**src/rtl/scld_pkg.sv**
```systemverilog
// ----------------------------------------------------------------------------
// scld_pkg
// Shared types and constants of the serial command line decoder.
// ----------------------------------------------------------------------------
package scld_pkg;

  localparam logic [2:0] StOn      = 3'd0;
  localparam logic [2:0] StOff     = 3'd1;
  localparam logic [2:0] StAuto    = 3'd2;
  localparam logic [2:0] StHelp    = 3'd3;
  localparam logic [2:0] StPwm     = 3'd4;
  localparam logic [2:0] StRange   = 3'd5;
  localparam logic [2:0] StUnknown = 3'd6;
  localparam logic [2:0] StIgnored = 3'd7;

  localparam logic [7:0] ChCr    = 8'd13;
  localparam logic [7:0] ChLf    = 8'd10;
  localparam logic [7:0] ChSpace = 8'd32;

  localparam logic [0:0] RegLevelMin = 1'b0;
  localparam logic [0:0] RegLevelMax = 1'b1;

  // word matcher progress
  typedef enum logic [2:0] {
    WdNone = 3'd0,
    WdO    = 3'd1,
    WdOn   = 3'd2,
    WdOf   = 3'd3,
    WdOff  = 3'd4
  } wd_o_e;

  // what a scan step has learnt about one character
  typedef struct packed {
    logic       is_space;
    logic       is_digit;
    logic       is_alnum;
    logic [7:0] upper;
  } char_info_t;

  function automatic char_info_t classify(input logic [7:0] c);
    char_info_t r;
    r.upper    = (c >= 8'h61 && c <= 8'h7a) ? c - 8'd32 : c;
    r.is_space = (r.upper == ChSpace);
    r.is_digit = (r.upper >= 8'h30 && r.upper <= 8'h39);
    r.is_alnum = r.is_digit || (r.upper >= 8'h41 && r.upper <= 8'h5a);
    return r;
  endfunction

endpackage

```
**src/rtl/serial_command_line_decoder.sv**
```systemverilog
// ----------------------------------------------------------------------------
// serial_command_line_decoder
// Gathers received bytes into a line memory and decodes text commands.
// ----------------------------------------------------------------------------
// Use:
//   s_axis carries one received byte per transaction. Bytes are written to a
//   line memory of LINE_BYTES-1 entries; surplus bytes are dropped. CR or LF
//   on a nonempty line starts a decode walk that reads the memory one entry
//   per cycle (registered read port) into a character-serial parser.
//   m_axis then carries one result: status, on flag, auto flag, level.
//   Empty-line terminators give no result.
// Rate: ordinary bytes are accepted one per cycle while idle. A line end
//   starts a walk that reads each stored byte in turn, then drains the
//   registered read and takes the verdict, paced by the single read port.
//   No byte is accepted during a walk or while a result is held.
// Reset: line empty, on flag 0, auto flag 1, level 0, limits 0 and 255.
// Stall: the result stays in the output register until m_axis_tready; input
//   is held off meanwhile.
// Config: cfg_we_i writes level_min (index 0) or level_max (index 1).
// ----------------------------------------------------------------------------
module serial_command_line_decoder #(
  parameter int unsigned LINE_BYTES = 40
) (
  input  logic        clk_i,
  input  logic        rst_ni,
  input  logic        s_axis_tvalid,
  output logic        s_axis_tready,
  input  logic [7:0]  s_axis_tdata,   // [7:0] rx_byte
  output logic        m_axis_tvalid,
  input  logic        m_axis_tready,
  output logic [15:0] m_axis_tdata,   // [2:0] status, [3] output_on,
                                      // [4] auto_mode, [12:5] manual_level
  input  logic        cfg_we_i,
  input  logic        cfg_idx_i,
  input  logic [7:0]  cfg_data_i
);
  localparam int unsigned Depth = LINE_BYTES - 1;
  localparam int unsigned AW    = $clog2(LINE_BYTES);

  typedef enum logic [3:0] {
    SIdle  = 4'b0001,
    SWalk  = 4'b0010,
    SDrain = 4'b0100,
    SOut   = 4'b1000
  } state_e;

  state_e state_q, state_d;
  logic [AW-1:0] len_q, rd_q;
  logic [7:0] lmin_q, lmax_q, level_q;
  logic on_q, auto_q, stop_q, rdv_q;
  logic [15:0] out_q;

  logic acc, eol, we;
  logic [7:0] rdata;
  logic [2:0] st;
  logic [7:0] val;
  logic on_d, auto_d;
  logic [7:0] level_d;

  assign acc = s_axis_tvalid && s_axis_tready;
  assign eol = (s_axis_tdata == scld_pkg::ChCr) || (s_axis_tdata == scld_pkg::ChLf);
  assign we  = acc && !eol && (len_q < AW'(Depth));
  assign s_axis_tready = (state_q == SIdle);
  assign m_axis_tvalid = (state_q == SOut);
  assign m_axis_tdata  = out_q;

  scld_store #(.Depth(Depth), .AW(AW)) u_store (
    .clk_i, .we_i(we), .waddr_i(len_q), .wdata_i(s_axis_tdata),
    .raddr_i(rd_q), .rdata_o(rdata)
  );

  // a zero byte ends the content; later reads are discarded
  logic ch_vld;
  assign ch_vld = rdv_q && !stop_q && (rdata != 8'd0);

  scld_parse u_parse (
    .clk_i, .rst_ni,
    .start_i(acc), .ch_vld_i(ch_vld), .ch_i(rdata),
    .level_min_i(lmin_q), .level_max_i(lmax_q),
    .status_o(st), .value_o(val)
  );

  always_comb begin
    state_d = state_q;
    case (state_q)
      SIdle:   if (acc && eol && len_q != '0) state_d = SWalk;
      SWalk:   if (rd_q == len_q - AW'(1)) state_d = SDrain;
      SDrain:  if (!rdv_q) state_d = SOut;
      SOut:    if (m_axis_tready) state_d = SIdle;
      default: state_d = SIdle;
    endcase
  end

  // settings after the verdict
  always_comb begin
    on_d    = on_q;
    auto_d  = auto_q;
    level_d = level_q;
    case (st)
      scld_pkg::StOn:   on_d = 1'b1;
      scld_pkg::StOff:  on_d = 1'b0;
      scld_pkg::StAuto: auto_d = 1'b1;
      scld_pkg::StPwm: begin
        auto_d  = 1'b0;
        level_d = val;
      end
      default: ;
    endcase
  end

  always_ff @(posedge clk_i or negedge rst_ni) begin
    if (!rst_ni) begin
      state_q <= SIdle; len_q <= '0; rd_q <= '0; rdv_q <= 1'b0; stop_q <= 1'b0;
      lmin_q <= 8'd0; lmax_q <= 8'd255; on_q <= 1'b0; auto_q <= 1'b1;
      level_q <= 8'd0; out_q <= '0;
    end else begin
      state_q <= state_d;
      if (cfg_we_i) begin
        if (cfg_idx_i == scld_pkg::RegLevelMin) lmin_q <= cfg_data_i;
        else lmax_q <= cfg_data_i;
      end
      if (we) len_q <= len_q + AW'(1);
      rdv_q <= (state_q == SWalk);
      if (state_q == SIdle) begin
        rd_q <= '0; stop_q <= 1'b0;
      end
      if (state_q == SWalk) rd_q <= rd_q + AW'(1);
      if (rdv_q && rdata == 8'd0) stop_q <= 1'b1;
      if (state_q == SDrain && !rdv_q) begin
        len_q   <= '0;
        on_q    <= on_d;
        auto_q  <= auto_d;
        level_q <= level_d;
        out_q   <= {3'b000, level_d, auto_d, on_d, st};
      end
    end
  end
endmodule

```
**src/rtl/scld_store.sv**
```systemverilog
// ----------------------------------------------------------------------------
// scld_store
// Line memory: one write port, one registered read port.
// ----------------------------------------------------------------------------
module scld_store #(
  parameter int unsigned Depth = 39,
  parameter int unsigned AW    = 6
) (
  input  logic          clk_i,
  input  logic          we_i,
  input  logic [AW-1:0] waddr_i,
  input  logic [7:0]    wdata_i,
  input  logic [AW-1:0] raddr_i,
  output logic [7:0]    rdata_o
);
  logic [7:0] mem_q [Depth];

  always_ff @(posedge clk_i) begin
    if (we_i) mem_q[waddr_i] <= wdata_i;
    rdata_o <= mem_q[raddr_i];
  end
endmodule

```
**src/rtl/scld_parse.sv**
```systemverilog
// ----------------------------------------------------------------------------
// scld_parse
// Character-serial line parser: one stored byte per cycle, then a verdict.
// ----------------------------------------------------------------------------
module scld_parse (
  input  logic       clk_i,
  input  logic       rst_ni,
  input  logic       start_i,   // clear parse state
  input  logic       ch_vld_i,  // content byte this cycle
  input  logic [7:0] ch_i,
  input  logic [7:0] level_min_i,
  input  logic [7:0] level_max_i,
  output logic [2:0] status_o,  // verdict on the bytes consumed so far
  output logic [7:0] value_o
);
  // tokens: word chars since last space, whole line as pending spaces
  logic       seen_q, bad_q, pend_sp_q;
  logic [2:0] pos_q;            // first-word chars consumed, saturating at 7
  logic       multi_q;          // a second word started
  logic [31:0] w1_sh_q;         // first word, last 4 chars
  logic       dig_q, dig_done_q, sp_after_q;
  logic [8:0] val_q;
  logic       first_end_q;      // first word closed by a space

  scld_pkg::char_info_t ci;
  assign ci = scld_pkg::classify(ch_i);

  logic [8:0] nv;
  always_comb begin
    logic [12:0] t;
    t  = {4'd0, val_q} * 13'd10 + {9'd0, ci.upper[3:0]};
    nv = (t > 13'd256) ? 9'd256 : t[8:0];
  end

  always_ff @(posedge clk_i or negedge rst_ni) begin
    if (!rst_ni) begin
      seen_q <= 1'b0; bad_q <= 1'b0; pend_sp_q <= 1'b0; pos_q <= '0;
      multi_q <= 1'b0; w1_sh_q <= '0; first_end_q <= 1'b0; dig_q <= 1'b0;
      dig_done_q <= 1'b0; val_q <= '0; sp_after_q <= 1'b0;
    end else if (start_i) begin
      seen_q <= 1'b0; bad_q <= 1'b0; pend_sp_q <= 1'b0; pos_q <= '0;
      multi_q <= 1'b0; w1_sh_q <= '0; first_end_q <= 1'b0; dig_q <= 1'b0;
      dig_done_q <= 1'b0; val_q <= '0; sp_after_q <= 1'b0;
    end else if (ch_vld_i) begin
      if (ci.is_space) begin
        if (seen_q) begin
          pend_sp_q <= 1'b1;
          first_end_q <= 1'b1;
        end
      end else begin
        seen_q    <= 1'b1;
        pend_sp_q <= 1'b0;
        if (!ci.is_alnum) bad_q <= 1'b1;
        if (!first_end_q) begin
          w1_sh_q <= {w1_sh_q[23:0], ci.upper};
          if (pos_q != 3'd7) pos_q <= pos_q + 3'd1;
        end else begin
          multi_q <= 1'b1;
          // digits of the PWM argument: only the first word after spaces
          if (!sp_after_q) begin
            sp_after_q <= 1'b1;
            dig_q      <= ci.is_digit;
            dig_done_q <= !ci.is_digit;
            if (ci.is_digit) val_q <= {5'd0, ci.upper[3:0]};
          end else if (!dig_done_q && !pend_sp_q) begin
            if (ci.is_digit) val_q <= nv;
            else dig_done_q <= 1'b1;
          end else dig_done_q <= 1'b1;
        end
      end
    end
  end

  // pending spaces after the argument do not matter for PWM; other words need
  // a single token so multi_q covers them. Trailing spaces are trimmed.
  logic is_pwm_w, is_on, is_off, is_auto, is_help;
  assign is_pwm_w = (pos_q == 3'd3) && (w1_sh_q[23:0] == 24'h50574d);
  assign is_on    = (pos_q == 3'd2) && (w1_sh_q[15:0] == 16'h4f4e);
  assign is_off   = (pos_q == 3'd3) && (w1_sh_q[23:0] == 24'h4f4646);
  assign is_auto  = (pos_q == 3'd4) && (w1_sh_q == 32'h4155544f);
  assign is_help  = (pos_q == 3'd4) && (w1_sh_q == 32'h48454c50);

  always_comb begin
    value_o = val_q[7:0];
    if (!seen_q || bad_q) status_o = scld_pkg::StIgnored;
    else if (is_pwm_w && multi_q && dig_q) begin
      if (val_q < {1'b0, level_min_i} || val_q > {1'b0, level_max_i})
        status_o = scld_pkg::StRange;
      else status_o = scld_pkg::StPwm;
    end else if (multi_q) status_o = scld_pkg::StUnknown;
    else if (is_on)   status_o = scld_pkg::StOn;
    else if (is_off)  status_o = scld_pkg::StOff;
    else if (is_auto) status_o = scld_pkg::StAuto;
    else if (is_help) status_o = scld_pkg::StHelp;
    else status_o = scld_pkg::StUnknown;
  end
endmodule

```
**config.mk**
```make
export PLATFORM = sky130hd
export DESIGN_NAME = serial_command_line_decoder
export DESIGN_NICKNAME = d
export VERILOG_FILES = /design/src/rtl/scld_pkg.sv /design/src/rtl/serial_command_line_decoder.sv /design/src/rtl/scld_store.sv /design/src/rtl/scld_parse.sv
export SDC_FILE = /design/constraint.sdc
export NUM_CORES = 1
export LEC_CHECK = 0
export BUFFER_PORTS_ARGS = -buffer_cell sky130_fd_sc_hd__buf_2
export CAP_MARGIN = 10
export CORE_MARGIN = 2
export CORE_UTILIZATION = 58
export DETAILED_ROUTE_END_ITERATION = 10
export PLACE_DENSITY = 0.75
export SLEW_MARGIN = 10
export SYNTH_ARGS = -nofsm -noshare
export SYNTH_HDL_FRONTEND = slang
export SYNTH_SLANG_ARGS = --single-unit
```
**constraint.sdc**
```tcl
create_clock -name clk_i -period 3.71 [get_ports clk_i]
set_input_delay 0.742 -clock clk_i [delete_from_list [all_inputs] [get_ports clk_i]]
set_output_delay 0.742 -clock clk_i [all_outputs]
set_load 0.01 [all_outputs]
```
==> results of run 1 <==
## worst max-delay path, delay by kind of cell, from the launching register on
kind | cells | cell delay [ns]
simple gates | 4 | 1.32
xor+xnor | 1 | 0.20
buf+inv | 1 | 0.07
flops | 1 | 0.38
fa+ha+maj | 3 | 0.99
compound gates | 2 | 0.37
## area by class of cell
class / count / share of cell area
Sequential cell: 419 / 0.593
Multi-Input combinational cell: 696 / 0.286
Clock buffer: 53 / 0.0544
Timing Repair Buffer: 77 / 0.0248
Tap cell: 396 / 0.0244
Clock inverter: 23 / 0.0113
Inverter: 33 / 0.00611
Antenna cell: 1 / 0.000123
## power by group
group,switching [W],internal (W)
registers,0.000513,0.00542
clock network,0.00174,0.00234
logic,0.00158,0.00126
total,0.00383,0.00901
## sequential cells by signal (all words and copies together), names as in the netlist, 3 cells and up
signal / cells
len_q: 6
level_q: 8
lmax_q: 8
lmin_q: 8
m_axis_tdata: 5
rd_q: 6
state_q: 4
u_parse.pos_q: 3
u_parse.val_q: 9
u_parse.w1_sh_q: 32
u_store.mem_q: 312
u_store.rdata_o: 8
## layer usage
layer  track usage  vias up
met1         0.335     5320
met3        0.0357       61
met4        0.0641        0
met2         0.404      385
met5             0        -
li1              -     4764
## Yosys cell counts (all sizes together), types with 10 or more instances
cell	instances	area (um2)
xnor2	13	114
clkbuf	41	154
ha	43	538
nand2	111	417
nand3	16	85.1
o21ai	44	220
mux4	88	1980
nor3	18	90.1
mux2	19	214
dfrtp	89	2230
o211ai	12	90.1
nor2b	17	106
nand4	12	75.1
a211oi	17	133
nor2	89	334
buf	20	97.6
inv	32	120
dfstp	10	263
a21oi	61	309
edfxtp	312	9370
## per-stage QoR
step,worst slack (ns),total power (W),instances,cell area (um2)
after global routing,0.0279,0.0134,1697,20300
final,0.320,0.0128,1698,20300
after floorplan,0.442,0.00785,1209,18200
after CTS,0.316,0.0129,1697,20300
after global placement,0.413,0.00875,1621,18900
after detailed placement,0.266,0.00884,1621,18900
## cell families after synthesis
| kind of cell | after synthesis |
|---|---|
| adder cells (fa/ha/maj) | 45 |
| AND/OR/NAND/NOR | 333 |
| AO/OA/AOI/OAI | 178 |
| multiplexers | 116 |
| other | 1 |
| flip-flops | 419 |
| buffers and inverters | 94 |
| XOR/XNOR | 21 |
## path summary, 6_finish.rpt
kind,endpoint,start
min reg2reg,m_axis_tdata[0]$_DFFE_PN0P_,m_axis_tdata[0]$_DFFE_PN0P_
max reg2reg,u_parse.val_q[4]$_DFFE_PN0P_,u_parse.val_q[1]$_DFFE_PN0P_
min in group clk_i,u_store.mem_q[0][1]$_DFFE_PP_,s_axis_tdata[1]
max,u_parse.val_q[4]$_DFFE_PN0P_,u_parse.val_q[1]$_DFFE_PN0P_
min,lmin_q[6]$_DFFE_PN0P_,rst_ni
max in group asynchronous,lmax_q[0]$_DFFE_PN1P_,rst_ni
==> flow_summary_export.csv, run 1 <==
group,metric,value,unit
placed_design,port_buffers,36,
routing,routed_wl,38.5,mm
clock_network,post_cts_resized,0,
global_routing,gr-usage-all-layers,0.241,
timing,rsz0062_at_grt,"no",
global_routing,antenna_found_initial,0,
routing,wl_met1,16.0,mm
timing,slew_violations,0,
layout,utilization,0.659,
timing,fin_setup_tns,0,ns
yosys,yosysUniqueCellTypes,74,
worst_setup_path,crit_arrival,3.84,ns
placed_design,hpwlAfterDp,25.2,mm
layout,area_growth_syn_to_layout,11.5,%
hold_path,hold_path_class,"primary input to async pin",
global_routing,grt_max_degree,54,
routing,vias,10530,
timing,fin_crit_sh,0.914,
routing,dr_wl_met2,19.1,mm
timing,finClkSkew,0.0243,ns
yosys,ys_seq_elements,419,
yosys,synth_xor_area_frac,0.0101,
layout,multi_input_area,0.00579,mm2
pwr,p_leak,7.17,nW
timing,tightest_slew,0.800,ns
routing,routed-wl-met3,2.51,mm
floorplanning,start_util,0.591,
yosys,synth_top_family_by_area,"multiplexers",
global_routing,grt-ovfl-total,0,
routing,drc,0,
clock_network,htree_levels,2,
clock_network,tritoncts,"done",
floorplanning,fp.dieW,181,um
worst_setup_path,cpPeakStageDelay,0.52,ns
clock_network,cts_buffers,42,
pwr,powerDensity,634,mW/mm2
worst_setup_path,slowest_stage,"or4_1",
yosys,synth-main-ff-cell,"edfxtp_1",
worst_setup_path,path_class,"flip-flop to flip-flop",
worst_setup_path,cp-end-kind,"flip-flop",
timing,fmax,295,MHz
yosys,netlist_instances,1207,
worst_setup_path,rr_worst_depth,11,
worst_setup_path,cp.required,4.16,ns
routing,drt_iter0_markers,1094,
worst_setup_path,startpoint_type,"flip-flop",
routing,ant_nets,0,
floorplanning,fp.coreArea,0.0307,mm2
global_routing,grt_pass1_vias,10565,
yosys,ys_seq_area_frac,0.661,
clock_network,cts_num_sinks,419,
routing,vias_per_cell,6.20,
yosys,synthAdderAreaFrac,0.0318,
routing,wl_per_cell,22.7,um
yosys,synth_edf_count,312,
timing,final-setup-viol-count,0,
yosys,ys_async_sr_fraction,0.236,
run_status,run_status,"finished, final reports clean",
yosys,synth_warnings,0,
clock_network,cts_setup_buffers,0,
worst_setup_path,crit_chain,"ha_1 > ha_1 > inv_1 > fa_1 > nand2b_1 > or4_1 > nor3_1 > xnor2_1 > o221ai_1 > nor3_1 > a22o_1",
yosys,syn_avg_cell_area,15.1,um2
layout,regArea,0.0120,mm2
timing,whs,0.256,ns
flow_run,max_cap_viol_count,0,
worst_setup_path,cp_max_fo,4,
clock_network,clock_latency,0.54,ns
floorplanning,num_rows,64,
floorplanning,io_pins,40,
routing,top_layer,"met4",
clock_network,cts.reportedPaths.clkPinSlew,0.06,ns
floorplanning,die_h,181,um
timing,fin_crit,3.39,ns
routing,dr.pass1.iters,5,
clock_network,cts_hold_buf,0,
worst_setup_path,r2r_slack,0.32,ns
global_routing,grt_pass1_wl,60.7,mm
yosys,yosys-mux-area-fraction,0.126,
layout,mostFrequentLayoutCell,"edfxtp_1",
yosys,syn_area,0.0182,mm2
pwr,peakVddDrop,0.000463,V
layout,fillers,2150,
floorplanning,die_area,0.0328,mm2
placed_design,gp_congestion,0.940,
timing,slew_headroom,0.464,
layout,drive_gt1_frac,0.211,
yosys,synth-simple-area-share,0.0895,
layout,fin_nets,1336,
timing,hold_violations,0,
clock_network,cts.path.max_buffers,3,
yosys,synth_compound_area_frac,0.0608,
clock_network,clk_root_buffer_cell,"clkbuf_16",
layout,layout_common_cells,"edfxtp_1 (312), nand2_1 (111), nor2_1 (89)",
Note: power is estimated with default switching activity, not from simulation.
==> inputs of run 2 (changes only) <==
Settings changed: CORE_UTILIZATION 58 to 50, PLACE_DENSITY 0.75 to 0.66, RECOVER_POWER set to 25.
==> run 2 against run 1 <==
  * The run now ends with capacitance limit, slew limit left
  * Maximum frequency decreased by 2.9%
  * Final cell count increased by 5.2%
  * Utilization decreased by 8.2 points
  * Routed wire length decreased by 1.0%
  * Sequential share of layout area decreased by 0.93 points
  * Setup slack got worse by 0.10 ns
  * Non-clock buffer count increased by 25
  * Clock power increased by 3%
  * Sequential power about the same
  * Register-to-register slack got worse by 0.10 ns
  * Die area increased by 16%
  * Highest routed layer unchanged
==> flow_summary_export.csv, run 2 (same netlist as run 1, synthesis figures left out) <==
group,metric,value,unit
routing,ant_nets,0,
placed_design,dp_cells,1711,
timing,slew_headroom,-0.181,
placed_design,port_buffers,36,
placed_design,gp_congestion,0.866,
timing,fin_crit,3.49,ns
worst_setup_path,crit_arrival,3.97,ns
layout,drive_gt1_frac,0.215,
layout,fillers,2787,
timing,final-setup-viol-count,0,
worst_setup_path,worst-path-buf-inv,1,
worst_setup_path,slowest_stage,"or4_1",
global_routing,gr-usage-all-layers,0.208,
clock_network,cts.path.max_buffers,3,
layout,layout.cells.non_filler,1787,
routing,wl_per_cell,21.3,um
clock_network,cts_buffers,43,
timing,fin_crit_sh,0.941,
worst_setup_path,cp_max_fo,5,
floorplanning,die_area,0.0379,mm2
worst_setup_path,reg2reg_to,"u_parse.val_q[6]$_DFFE_PN0P_",
worst_setup_path,path_class,"flip-flop to flip-flop",
worst_setup_path,cp.depth,11,
clock_network,cts_num_sinks,419,
worst_setup_path,cpPeakStageDelay,0.53,ns
pwr,powerDensity,629,mW/mm2
global_routing,grt_pass1_wl,60.7,mm
clock_network,tritoncts,"done",
placed_design,hpwlAfterDp,25.0,mm
layout,largest-register,"u_store.mem_q",
worst_setup_path,rr_worst_depth,11,
hold_path,hold_path_class,"primary input to async pin",
timing,slew_violations,160,
layout,diodes,0,
floorplanning,fp.coreArea,0.0357,mm2
layout,area_growth_syn_to_layout,13.3,%
placed_design,place_area,0.0193,mm2
timing,fmax,287,MHz
clock_network,clk_root_buffer_cell,"clkbuf_16",
timing,hold_violations,0,
run_status,violations,"capacitance limit, slew limit",
layout,utilization,0.578,
timing,tightest_slew,1.77,ns
layout,layout_common_cells,"edfxtp_1 (312), nand2_1 (111), nor2_1 (89)",
global_routing,antenna_found_initial,0,
routing,vias_per_cell,5.86,
routing,drt_iter0_markers,1034,
layout,fin_nets,1362,
worst_setup_path,cp.required,4.19,ns
clock_network,htree_levels,2,
global_routing,grt_max_degree,55,
routing,vias,10470,
layout,reg_top3,"u_store.mem_q x312, u_parse.w1_sh_q x32, u_parse.val_q x9",
timing,fin_setup_tns,0,ns
worst_setup_path,r2r_slack,0.22,ns
layout,fin_area,0.0206,mm2
floorplanning,io_pins,40,
worst_setup_path,cp-end-kind,"flip-flop",
floorplanning,num_rows,69,
run_status,run_status,"finished, violations left",
floorplanning,fp.dieW,195,um
worst_setup_path,crit_chain,"ha_1 > ha_1 > inv_1 > fa_1 > nand2b_1 > or4_1 > nor3_1 > xnor2_1 > o221ai_2 > nor3_1 > a22o_1",
worst_setup_path,startpoint_type,"flip-flop",
floorplanning,start_util,0.510,
routing,drc,0,
timing,finClkSkew,0.0166,ns
clock_network,clock_latency,0.55,ns
clock_network,cts.reportedPaths.clkPinSlew,0.06,ns
global_routing,grt_pass1_vias,10627,
worst_setup_path,cp_top_family,"simple AND/OR/NAND/NOR gates",
floorplanning,die_h,195,um
pwr,peakVddDrop,0.000394,V
worst_setup_path,r2r_start,"u_parse.val_q[1]$_DFFE_PN0P_",
global_routing,grt-ovfl-total,0,
flow_run,max_cap_viol_count,4,
timing,fin_ws,0.220,ns
layout,largest_reg_flops,312,
clock_network,cts_hold_buf,0,
routing,dr.pass1.iters,7,
placed_design,dpl_worst_slack,0.184,ns
routing,routed_wl,38.1,mm
timing,rsz0062_at_grt,"no",
layout,mostFrequentLayoutCell,"edfxtp_1",
pwr,p_leak,7.30,nW
run 2: changes by cell type in the layout (fill, tap and decap cells not counted), moves of 2 or more:
cell and delta:
inv_6 +2, buf_12 +3, clkbuf_1 +16, buf_4 +16, clkinvlp_4 -5, clkinv_2 -3, buf_2 -7
run 2: worst reg2reg max path: stages (launching register included):
cell and delay, ns:
dfrtp_1 0.39, ha_1 0.31, ha_1 0.21, inv_1 0.07
fa_1 0.48, nand2b_1 0.21, or4_1 0.53, nor3_1 0.30
xnor2_1 0.21, o221ai_2 0.21, nor3_1 0.31, a22o_1 0.19
run 2: worst max-delay path by stage:
stage                                       startpoint                      endpoint  slack, ns
after detailed placement  u_parse.val_q[1]$_DFFE_PN0P_  u_parse.val_q[6]$_DFFE_PN0P_       0.18
final                     u_parse.val_q[1]$_DFFE_PN0P_  u_parse.val_q[6]$_DFFE_PN0P_       0.22
after global routing      u_parse.val_q[1]$_DFFE_PN0P_  u_parse.val_q[4]$_DFFE_PN0P_       0.02
after floorplan           u_parse.val_q[1]$_DFFE_PN0P_  u_parse.val_q[4]$_DFFE_PN0P_       0.44
after CTS                 u_parse.val_q[1]$_DFFE_PN0P_  u_parse.val_q[6]$_DFFE_PN0P_       0.15
after global placement    u_parse.val_q[1]$_DFFE_PN0P_  u_parse.val_q[6]$_DFFE_PN0P_       0.27
run 2: power breakdown:
group          switching [W]  internal (W)  total, W
Combinational        0.00156       0.00127   0.00283
Sequential          0.000491       0.00542   0.00591
Clock                0.00174       0.00247   0.00420
Total                0.00379       0.00916    0.0130
run 2: timing repair:
action	4_1_cts	5_1_grt
resized for setup	0	1
hold endpoints to repair	0	0
setup buffers	0	0
endpoints found under the setup margin	0	4
run 2: layout make-up:
cell class                 instances  area [um2]  share of cell area
sequential                       419       12000               0.584
timing repair buffer             102         697              0.0338
multi-input combinational        696        5800               0.282
tap                              461         577              0.0280
inverter                          33         124             0.00601
clock inverter                    18         220              0.0107
clock buffer                      58        1150              0.0559
run 2: stage by stage:
stage                     total power (W)  hold WS, ns
after CTS                          0.0131        0.263
final                              0.0130        0.253
after global routing               0.0135        0.298
after global placement            0.00880        0.475
after detailed placement          0.00885        0.478
after floorplan                   0.00785        0.446
run 2: per-layer routing:
metal | vias up | part of all wire | routed length [um] | track usage
li1 | 4804 | - | - | -
met1 | 5268 | 0.42 | 16200 | 0.286
met2 | 338 | 0.49 | 18700 | 0.345
met3 | 60 | 0.063 | 2390 | 0.0335
met4 | 0 | 0.023 | 870 | 0.0632
met5 | - | 0 | 0 | 0
==> inputs of run 3 (changes only) <==
Settings changed: SLEW_MARGIN 10 to 20.
Clock period 3.71 ns to 4.45 ns, I/O delays scaled along.
==> run 3 against run 2 <==
  * Clock-buffer cell count down 7
  * Highest routed layer is now met5
  * Sequential cell count stayed put
  * The run still ends with capacitance limit, slew limit left
  * Critical path depth unchanged
  * Register-to-register slack better by 0.53 ns
  * Global-route usage about the same
  * Final cell count down 1.6%
  * Die area did not move
  * Hold slack improved by 0.24 ns
  * Largest power group unchanged
==> flow_summary_export.csv, run 3 (same netlist as run 1, synthesis figures left out) <==
group,metric,value,unit
pwr,p_comb_frac,0.208,
clock_network,cts.reportedPaths.clkPinSlew,0.06,ns
global_routing,antenna_found_initial,1,
worst_setup_path,path_class,"flip-flop to flip-flop",
layout,layout_common_cells,"edfxtp_1 (312), nand2_1 (111), nor2_1 (89)",
timing,final-setup-viol-count,0,
timing,finClkSkew,0.0269,ns
layout,fillers,2769,
pwr,p_sw,0.00317,W
floorplanning,start_util,0.510,
timing,slew_violations,251,
timing,rsz0062_at_grt,"no",
pwr,swShare,0.293,
routing,drt_iter0_markers,746,
routing,wl_per_cell,21.7,um
pwr,p_int,0.00764,W
pwr,pwr-share-seq,0.462,
routing,routed_wl,38.1,mm
clock_network,tritoncts,"done",
pwr,powerDensity,530,mW/mm2
routing,vias_per_cell,5.90,
placed_design,gp_congestion,0.903,
layout,reg_top3,"u_store.mem_q x312, u_parse.w1_sh_q x32, u_parse.val_q x9",
clock_network,clk_root_buffer_cell,"clkbuf_16",
clock_network,cts_buffers,43,
timing,tightest_slew,2.61,ns
timing,hold_violations,0,
layout,drive_gt1_frac,0.200,
clock_network,cts_setup_buffers,0,
pwr,clockPowerShare,0.330,
timing,fin_setup_tns,0,ns
routing,drc,0,
worst_setup_path,startpoint_type,"flip-flop",
clock_network,htree_levels,2,
floorplanning,num_rows,69,
layout,mostFrequentLayoutCell,"edfxtp_1",
timing,fin_crit,3.70,ns
clock_network,clock_latency,0.58,ns
pwr,p_leak,7.16,nW
placed_design,hpwlAfterDp,24.9,mm
worst_setup_path,cp.required,4.89,ns
global_routing,grt_pass1_vias,10352,
clock_network,post_cts_resized,0,
run_status,run_status,"finished, violations left",
flow_run,max_cap_viol_count,6,
floorplanning,fp.coreArea,0.0357,mm2
floorplanning,die_h,195,um
routing,dr.pass1.iters,5,
worst_setup_path,cp_max_fo,7,
worst_setup_path,cp-end-kind,"flip-flop",
routing,vias,10370,
global_routing,grt-ovfl-total,0,
worst_setup_path,crit_arrival,4.14,ns
clock_network,cts_num_sinks,419,
timing,slew_headroom,-0.741,
layout,largest_reg_flops,312,
hold_path,hold_path_class,"flip-flop to flip-flop",
clock_network,cts.path.max_buffers,3,
pwr,power,0.0108,W
global_routing,grt_pass1_wl,60.0,mm
run_status,violations,"capacitance limit, slew limit",
layout,fin_nets,1333,
timing,fin_crit_sh,0.831,
placed_design,port_buffers,36,
clock_network,cts_hold_buf,0,
layout,diodes,0,
timing,fmax,271,MHz
layout,area_growth_syn_to_layout,12.1,%
pwr,peakVddDrop,0.000349,V
global_routing,gr-usage-all-layers,0.208,
floorplanning,die_area,0.0379,mm2
global_routing,grt_max_degree,61,
layout,largest-register,"u_store.mem_q",
floorplanning,fp.dieW,195,um
routing,ant_nets,0,
floorplanning,io_pins,40,
==> run 3: per-layer routing <==
layer	wire length (um)	vias to the layer above	part of all wire	global-route usage
met4	1010	2	0.026	0.0655
met1	16200	5243	0.43	0.281
li1	-	4745	-	-
met3	2300	72	0.060	0.0418
met5	13	-	0.00034	0
met2	18600	308	0.49	0.342
==> run 3: power groups by stage <==
stage          clock network [W]  registers [W]  logic [W]
2_1_floorplan                  0        0.00478    0.00177
3_3_place_gp                   0        0.00506    0.00223
3_5_place_dp                   0        0.00508    0.00226
4_1_cts                  0.00364        0.00500    0.00227
5_1_grt                  0.00378        0.00506    0.00246
6_report                 0.00356        0.00499    0.00225
==> run 3: path summary, 6_finish.rpt <==
check / start / endpoint / slack, ns / cells after the start
max: u_parse.val_q[1]$_DFFE_PN0P_ / u_parse.val_q[6]$_DFFE_PN0P_ / 0.75 / 11
min: u_store.rdata_o[4]$_DFF_P_ / u_parse.w1_sh_q[4]$_DFFE_PN0P_ / 0.49 / 2
max reg2reg: u_parse.val_q[1]$_DFFE_PN0P_ / u_parse.val_q[6]$_DFFE_PN0P_ / 0.75 / 11
min reg2reg: u_store.rdata_o[4]$_DFF_P_ / u_parse.w1_sh_q[4]$_DFFE_PN0P_ / 0.49 / 2
max in group asynchronous: rst_ni / auto_q$_DFFE_PN1P_ / 1.75 / 2
min in group asynchronous: rst_ni / lmin_q[7]$_DFFE_PN0P_ / 1.15 / 1
==> run 3: final cells by class <==
| type | count | area (um2) | area share |
|---|---|---|---|
| clock buffer | 51 | 1130 | 0.0553 |
| multi-input combinational | 696 | 5800 | 0.285 |
| clock inverter | 26 | 277 | 0.0136 |
| sequential | 419 | 12000 | 0.590 |
| inverter | 33 | 124 | 0.00608 |
| tap | 461 | 577 | 0.0283 |
| timing repair buffer | 73 | 444 | 0.0218 |
==> run 3: worst max-delay path: stages (launching register included) <==
cell and delay [ns]:
dfrtp_1 0.49, ha_1 0.34, ha_1 0.21, inv_1 0.07
fa_1 0.48, nand2b_1 0.21, or4_1 0.52, nor3_1 0.32
xnor2_1 0.13, o221ai_1 0.43, nor3_1 0.15, a22o_1 0.23
==> run 3: through the flow <==
step	utilization	cell area, um2	hold slack [ns]	worst slack [ns]	instances
2_1_floorplan	-	18200	0.447	1.18	1209
3_3_place_gp	0.533	19000	0.474	0.899	1682
3_5_place_dp	0.533	19000	0.486	0.789	1682
4_1_cts	0.572	20400	0.346	0.787	1759
5_1_grt	0.571	20400	0.515	0.526	1759
6_report	0.571	20400	0.489	0.754	1759
